### src/rtl/srvb_pkg.sv
// ----------------------------------------------------------------------------
// Stereo Schroeder reverb package
// Shared widths, register indexes, reset lengths, command and status types
// and saturation helpers.
// ----------------------------------------------------------------------------
package srvb_pkg;

  localparam int SMP_W      = 16;
  localparam int ST_W       = 20;
  localparam int FB_W       = 16;
  localparam int MIX_W      = 17;
  localparam int CLEN_W     = 13;
  localparam int ALEN_W     = 10;
  localparam int CFG_IDX_W  = 4;
  localparam int CFG_DATA_W = 17;
  localparam int IDX_W      = 3;

  // Sections that have a length register; further ones keep a fixed length.
  localparam int CFG_COMBS   = 4;
  localparam int CFG_ALLPASS = 2;

  localparam logic [CFG_IDX_W-1:0] REG_COMB_FEEDBACK = 4'd0;
  localparam logic [CFG_IDX_W-1:0] REG_WET_MIX       = 4'd1;
  localparam logic [CFG_IDX_W-1:0] REG_COMB_LEN0     = 4'd2;
  localparam logic [CFG_IDX_W-1:0] REG_AP_LEN0       = 4'd6;

  localparam logic [FB_W-1:0]  FB_RST    = 16'd45875;
  localparam logic [MIX_W-1:0] MIX_RST   = 17'd16384;
  localparam logic [MIX_W-1:0] MIX_ONE   = 17'd65536;
  localparam int               CROSS_GAIN = 13107;

  localparam logic [CLEN_W-1:0] COMB_LEN_RST [8] =
    '{13'd1425, 13'd1780, 13'd1972, 13'd2097, 13'd2213, 13'd2399, 13'd2531, 13'd2677};
  localparam logic [ALEN_W-1:0] AP_LEN_RST [4] = '{10'd240, 10'd81, 10'd163, 10'd53};

  typedef struct packed {
    logic             load;
    logic             clr;
    logic             c_rd;
    logic             c_mul;
    logic             c_wr;
    logic             div1;
    logic             div2;
    logic             c_adv;
    logic             a_rd;
    logic             a_wr;
    logic             a_adv;
    logic             x_mul;
    logic             x_add;
    logic             o_mul;
    logic             o_load;
    logic [IDX_W-1:0] idx;
    logic             ch;
  } cmd_t;

  typedef struct packed {
    logic clr_done;
    logic out_free;
  } stat_t;

  function automatic logic signed [ST_W-1:0] sat20(input logic signed [47:0] v);
    if (v > 48'sd524287) begin
      return 20'sd524287;
    end else if (v < -48'sd524288) begin
      return -20'sd524288;
    end
    return v[ST_W-1:0];
  endfunction

  function automatic logic signed [SMP_W-1:0] sat16(input logic signed [47:0] v);
    if (v > 48'sd32767) begin
      return 16'sd32767;
    end else if (v < -48'sd32768) begin
      return -16'sd32768;
    end
    return v[SMP_W-1:0];
  endfunction

endpackage

### src/rtl/srvb_ctrl.sv
// ----------------------------------------------------------------------------
// Stereo Schroeder reverb controller
// Sequences the clearing pass, the comb and allpass accesses per channel and
// the final mixing steps.
// ----------------------------------------------------------------------------
module srvb_ctrl #(
  parameter int NUM_COMBS   = 4,
  parameter int NUM_ALLPASS = 2
) (
  input  logic            clk,
  input  logic            rst_n,
  input  logic            in_valid,
  output logic            in_ready,
  input  srvb_pkg::stat_t st,
  output srvb_pkg::cmd_t  cmd
);

  typedef enum logic [12:0] {
    S_CLEAR = 13'b0000000000001,
    S_IDLE  = 13'b0000000000010,
    S_CRD   = 13'b0000000000100,
    S_CMUL  = 13'b0000000001000,
    S_CWR   = 13'b0000000010000,
    S_DIV1  = 13'b0000000100000,
    S_DIV2  = 13'b0000001000000,
    S_ARD   = 13'b0000010000000,
    S_AWR   = 13'b0000100000000,
    S_XMUL  = 13'b0001000000000,
    S_XADD  = 13'b0010000000000,
    S_OMUL  = 13'b0100000000000,
    S_OUT   = 13'b1000000000000
  } state_t;

  localparam logic [srvb_pkg::IDX_W-1:0] LAST_COMB = srvb_pkg::IDX_W'(NUM_COMBS - 1);
  localparam logic [srvb_pkg::IDX_W-1:0] LAST_AP   = srvb_pkg::IDX_W'(NUM_ALLPASS - 1);

  state_t                       state_r, state_nxt;
  logic [srvb_pkg::IDX_W-1:0]   idx_r, idx_nxt;
  logic                         ch_r, ch_nxt;

  always_ff @(posedge clk) begin
    if (!rst_n) begin
      state_r <= S_CLEAR;
      idx_r   <= '0;
      ch_r    <= 1'b0;
    end else begin
      state_r <= state_nxt;
      idx_r   <= idx_nxt;
      ch_r    <= ch_nxt;
    end
  end

  assign in_ready = (state_r == S_IDLE);

  always_comb begin
    state_nxt = state_r;
    idx_nxt   = idx_r;
    ch_nxt    = ch_r;
    cmd       = '0;
    cmd.idx   = idx_r;
    cmd.ch    = ch_r;
    unique case (state_r)
      S_CLEAR: begin
        cmd.clr = 1'b1;
        if (st.clr_done) begin
          state_nxt = S_IDLE;
        end
      end
      S_IDLE: begin
        if (in_valid) begin
          cmd.load  = 1'b1;
          idx_nxt   = '0;
          ch_nxt    = 1'b0;
          state_nxt = S_CRD;
        end
      end
      S_CRD: begin
        cmd.c_rd  = 1'b1;
        state_nxt = S_CMUL;
      end
      S_CMUL: begin
        cmd.c_mul = 1'b1;
        state_nxt = S_CWR;
      end
      S_CWR: begin
        cmd.c_wr = 1'b1;
        if (idx_r == LAST_COMB) begin
          idx_nxt   = '0;
          state_nxt = S_DIV1;
        end else begin
          idx_nxt   = idx_r + 1'b1;
          state_nxt = S_CRD;
        end
      end
      S_DIV1: begin
        cmd.div1  = 1'b1;
        state_nxt = S_DIV2;
      end
      S_DIV2: begin
        cmd.div2 = 1'b1;
        if (!ch_r) begin
          ch_nxt    = 1'b1;
          state_nxt = S_CRD;
        end else begin
          cmd.c_adv = 1'b1;
          ch_nxt    = 1'b0;
          state_nxt = S_ARD;
        end
      end
      S_ARD: begin
        cmd.a_rd  = 1'b1;
        state_nxt = S_AWR;
      end
      S_AWR: begin
        cmd.a_wr = 1'b1;
        if (!ch_r) begin
          ch_nxt    = 1'b1;
          state_nxt = S_ARD;
        end else begin
          cmd.a_adv = 1'b1;
          ch_nxt    = 1'b0;
          if (idx_r == LAST_AP) begin
            idx_nxt   = '0;
            state_nxt = S_XMUL;
          end else begin
            idx_nxt   = idx_r + 1'b1;
            state_nxt = S_ARD;
          end
        end
      end
      S_XMUL: begin
        cmd.x_mul = 1'b1;
        state_nxt = S_XADD;
      end
      S_XADD: begin
        cmd.x_add = 1'b1;
        state_nxt = S_OMUL;
      end
      S_OMUL: begin
        cmd.o_mul = 1'b1;
        state_nxt = S_OUT;
      end
      S_OUT: begin
        // Hold the finished pair until the output register is free.
        if (st.out_free) begin
          cmd.o_load = 1'b1;
          state_nxt  = S_IDLE;
        end
      end
      default: begin
        state_nxt = S_CLEAR;
      end
    endcase
  end

endmodule

### config.mk
export PLATFORM = sky130hd
export DESIGN_NAME = srvb_ctrl
export DESIGN_NICKNAME = d
export VERILOG_FILES = /design/src/rtl/srvb_pkg.sv /design/src/rtl/srvb_ctrl.sv
export SDC_FILE = /design/constraint.sdc
export NUM_CORES = 1
export LEC_CHECK = 0
export BUFFER_PORTS_ARGS = -buffer_cell sky130_fd_sc_hd__buf_2
export CORE_MARGIN = 4
export CORE_UTILIZATION = 40
export CTS_BUF_LIST = sky130_fd_sc_hd__clkbuf_4 sky130_fd_sc_hd__clkbuf_8 sky130_fd_sc_hd__clkbuf_16
export DETAILED_ROUTE_END_ITERATION = 12
export SLEW_MARGIN = 0
export SYNTH_ARGS = -nofsm -noshare
export SYNTH_HDL_FRONTEND = slang
export SYNTH_SLANG_ARGS = --single-unit
export TNS_END_PERCENT = 5
### constraint.sdc
create_clock -name clk -period 2.8 [get_ports clk]
set_clock_uncertainty 0.1 [all_clocks]
set_input_delay 0 -clock clk [delete_from_list [all_inputs] [get_ports clk]]
set_output_delay 0 -clock clk [all_outputs]
set_load 0.01 [all_outputs]
==> results.cfg <==
[status]
status = completed

[yosys]
syn_inst = 158
synth_cell_type_count = 51
syn_nets = 168
syn_avg_cell_area_um2 = 8.32
synth_area_um2 = 1320
ys_ff_latch = 17
synth-edff-count = 0
synth_top_flop_cell = dfxtp_1
async_flop_share = 0
yosysWarnings = 0
synth_seq_area_share = 0.259

[cts]
clock_path_buffers = 2
h-tree-depth = 1
clk_latency_ps = 300
cts_tree = built
clk_pin_slew_ps = 110
cts-root-buf = clkbuf_4
cts_buffers = 3
cts_sinks = 17
post_cts_buffers = 0

[sta]
drv_slew = 0
rsz0062_at_grt = false
fin_crit_ps = 2410
worst_pin_slew_ps = 536
slew_headroom = 0.639
finalHoldViolCount = 0
setup_viol = 0
fin_crit_sh = 0.862
setup_tns_ps = 0
fmax_ghz = 0.414

[route]
wire_per_inst_um = 15.2
drt_pass1_iterations = 4
drc = 0
drt_iter0_drc = 77
vias = 1272
wl_um = 3390
avgViaCountPerCell = 5.70
drtAntennaViolNets = 0

[hold_path]
min_from = rst_n
hold_class = in -> reg

[worst_setup_path]
critPathCaptureType = output pin
worstPathCellList = or4_4 -> nor4_1 -> nand2_1 -> nor3b_1 -> buf_2
startpoint = state_r[1]$_SDFFE_PN0P_
arrival_ps = 2310
crit_required_ps = 2700
r2r-start = state_r[12]$_SDFFE_PN0P_
criticalPathCategory = reg -> out
start_kind = register
max_stage_delay_ps = 670
slowest_stage = or4_4
crit_fanout = 11

[global_routing]
grt_max_degree = 13
antenna_found_initial = 0
grt_pass1_wl_um = 5890
grtUsageTotal = 0.174
first_global_vias = 1230
gr-total-overflow = 0

[power]
p_per_area_nw_per_um2 = 381
vdd_ir_drop_max_uv = 147
power_uw = 572
leakage_nw = 0.647

[layout]
antenna_cells = 0
fin_nets = 190
fin_area_um2 = 1500
fill_cells = 351
register_area_um2 = 340
syn2layout_area_growth_pct = 14.3
drive_above_1_share = 0.246
multiInputGateArea_um2 = 856
mostFrequentLayoutCell = buf_2
layout_common_cells = buf_2 (24), dfxtp_1 (17), inv_1 (11), nor4_1 (11)

[job]
maxCapViolations = 0

[placed_design]
dp_hpwl_um = 2560
port_buffers = 24
gp_congestion = 0.885
place_area_um2 = 1440

[floorplanning]
core_um2 = 3100
io_pins = 25
die_width_um = 65.3
dieArea_um2 = 4270
row_count = 20
die_h_um = 65.3
start_util = 0.424
where the power goes:
group	leakage [nW]	switching [mW]	internal, mW
logic	0.492	0.0928	0.0683
clock network	0.0177	0.0894	0.0533
registers	0.137	0.0179	0.250
worst paths after layout:
path	cells past startpoint	to	slack, ps
setup / recovery	5	cmd[5]	390
hold / removal	3	ch_r$_SDFFE_PN0P_	420
setup reg to reg	4	state_r[2]$_SDFFE_PN0P_	540
hold reg to reg	2	state_r[11]$_SDFFE_PN0P_	490
cell usage after synthesis, types with 4 or more instances:
cell,n,area (µm²)
clkbuf_1,6,22.5
buf_2,4,20.0
nor3_1,9,45.0
nand2_1,5,18.8
nor2_1,9,33.8
nor4_1,11,68.8
nor3b_1,8,60.1
dfxtp_1,17,340
and3_1,4,25.0
inv_1,11,41.3
or4b_2,4,40.0
ha_1,5,62.6
or4_1,4,30.0
cell type report:
| class | instances | area share |
|---|---|---|
| Multi-Input combinational cell | 116 | 0.570 |
| Inverter | 11 | 0.0275 |
| Clock buffer | 3 | 0.0150 |
| Clock inverter | 1 | 0.00333 |
| Timing Repair Buffer | 31 | 0.122 |
| Tap cell | 44 | 0.0366 |
| Sequential cell | 17 | 0.226 |
state kept, by name, summed over array words and instances (netlist names):
signal and flops:
ch_r 1, idx_r 3, state_r 13
through the flow:
stage	util	worst slack, ps	instances	hold WS [ps]
CTS	0.484	394	223	414
global route	0.484	285	223	426
finish	0.484	387	223	421
floorplan	-	699	158	17.8
global placement	0.463	595	215	199
detailed placement	0.463	565	215	196
critical path, delay by kind of cell, from the launching register on:
kind | cells | cell delay [ps]
simple gates | 4 | 1430
buf+inv | 1 | 160
flops | 1 | 420
kinds of logic after synthesis:
kind of cell | synth area share
adder cells (fa/ha/maj) | 0.0476
AO/OA/AOI/OAI | 0.160
multiplexers | 0.0162
XOR/XNOR | 0.0266
AND/OR/NAND/NOR | 0.401
flip-flops | 0.259
buffers and inverters | 0.0904
metal layers:
metal	vias up	wire (µm)	track usage	part of all wire
met5	-	0	0	0
met2	31	1540	0.281	0.46
met4	0	50	0.0596	0.015
li1	636	-	-	-
met3	6	210	0.0308	0.062
met1	599	1590	0.232	0.47
timing repair:
item / CTS / global route
hold endpoints to repair: 7 / 0
hold buffers: 4 / 0
gates resized for setup: 0 / 0
No activity file was read; power rests on OpenSTA's default activity.
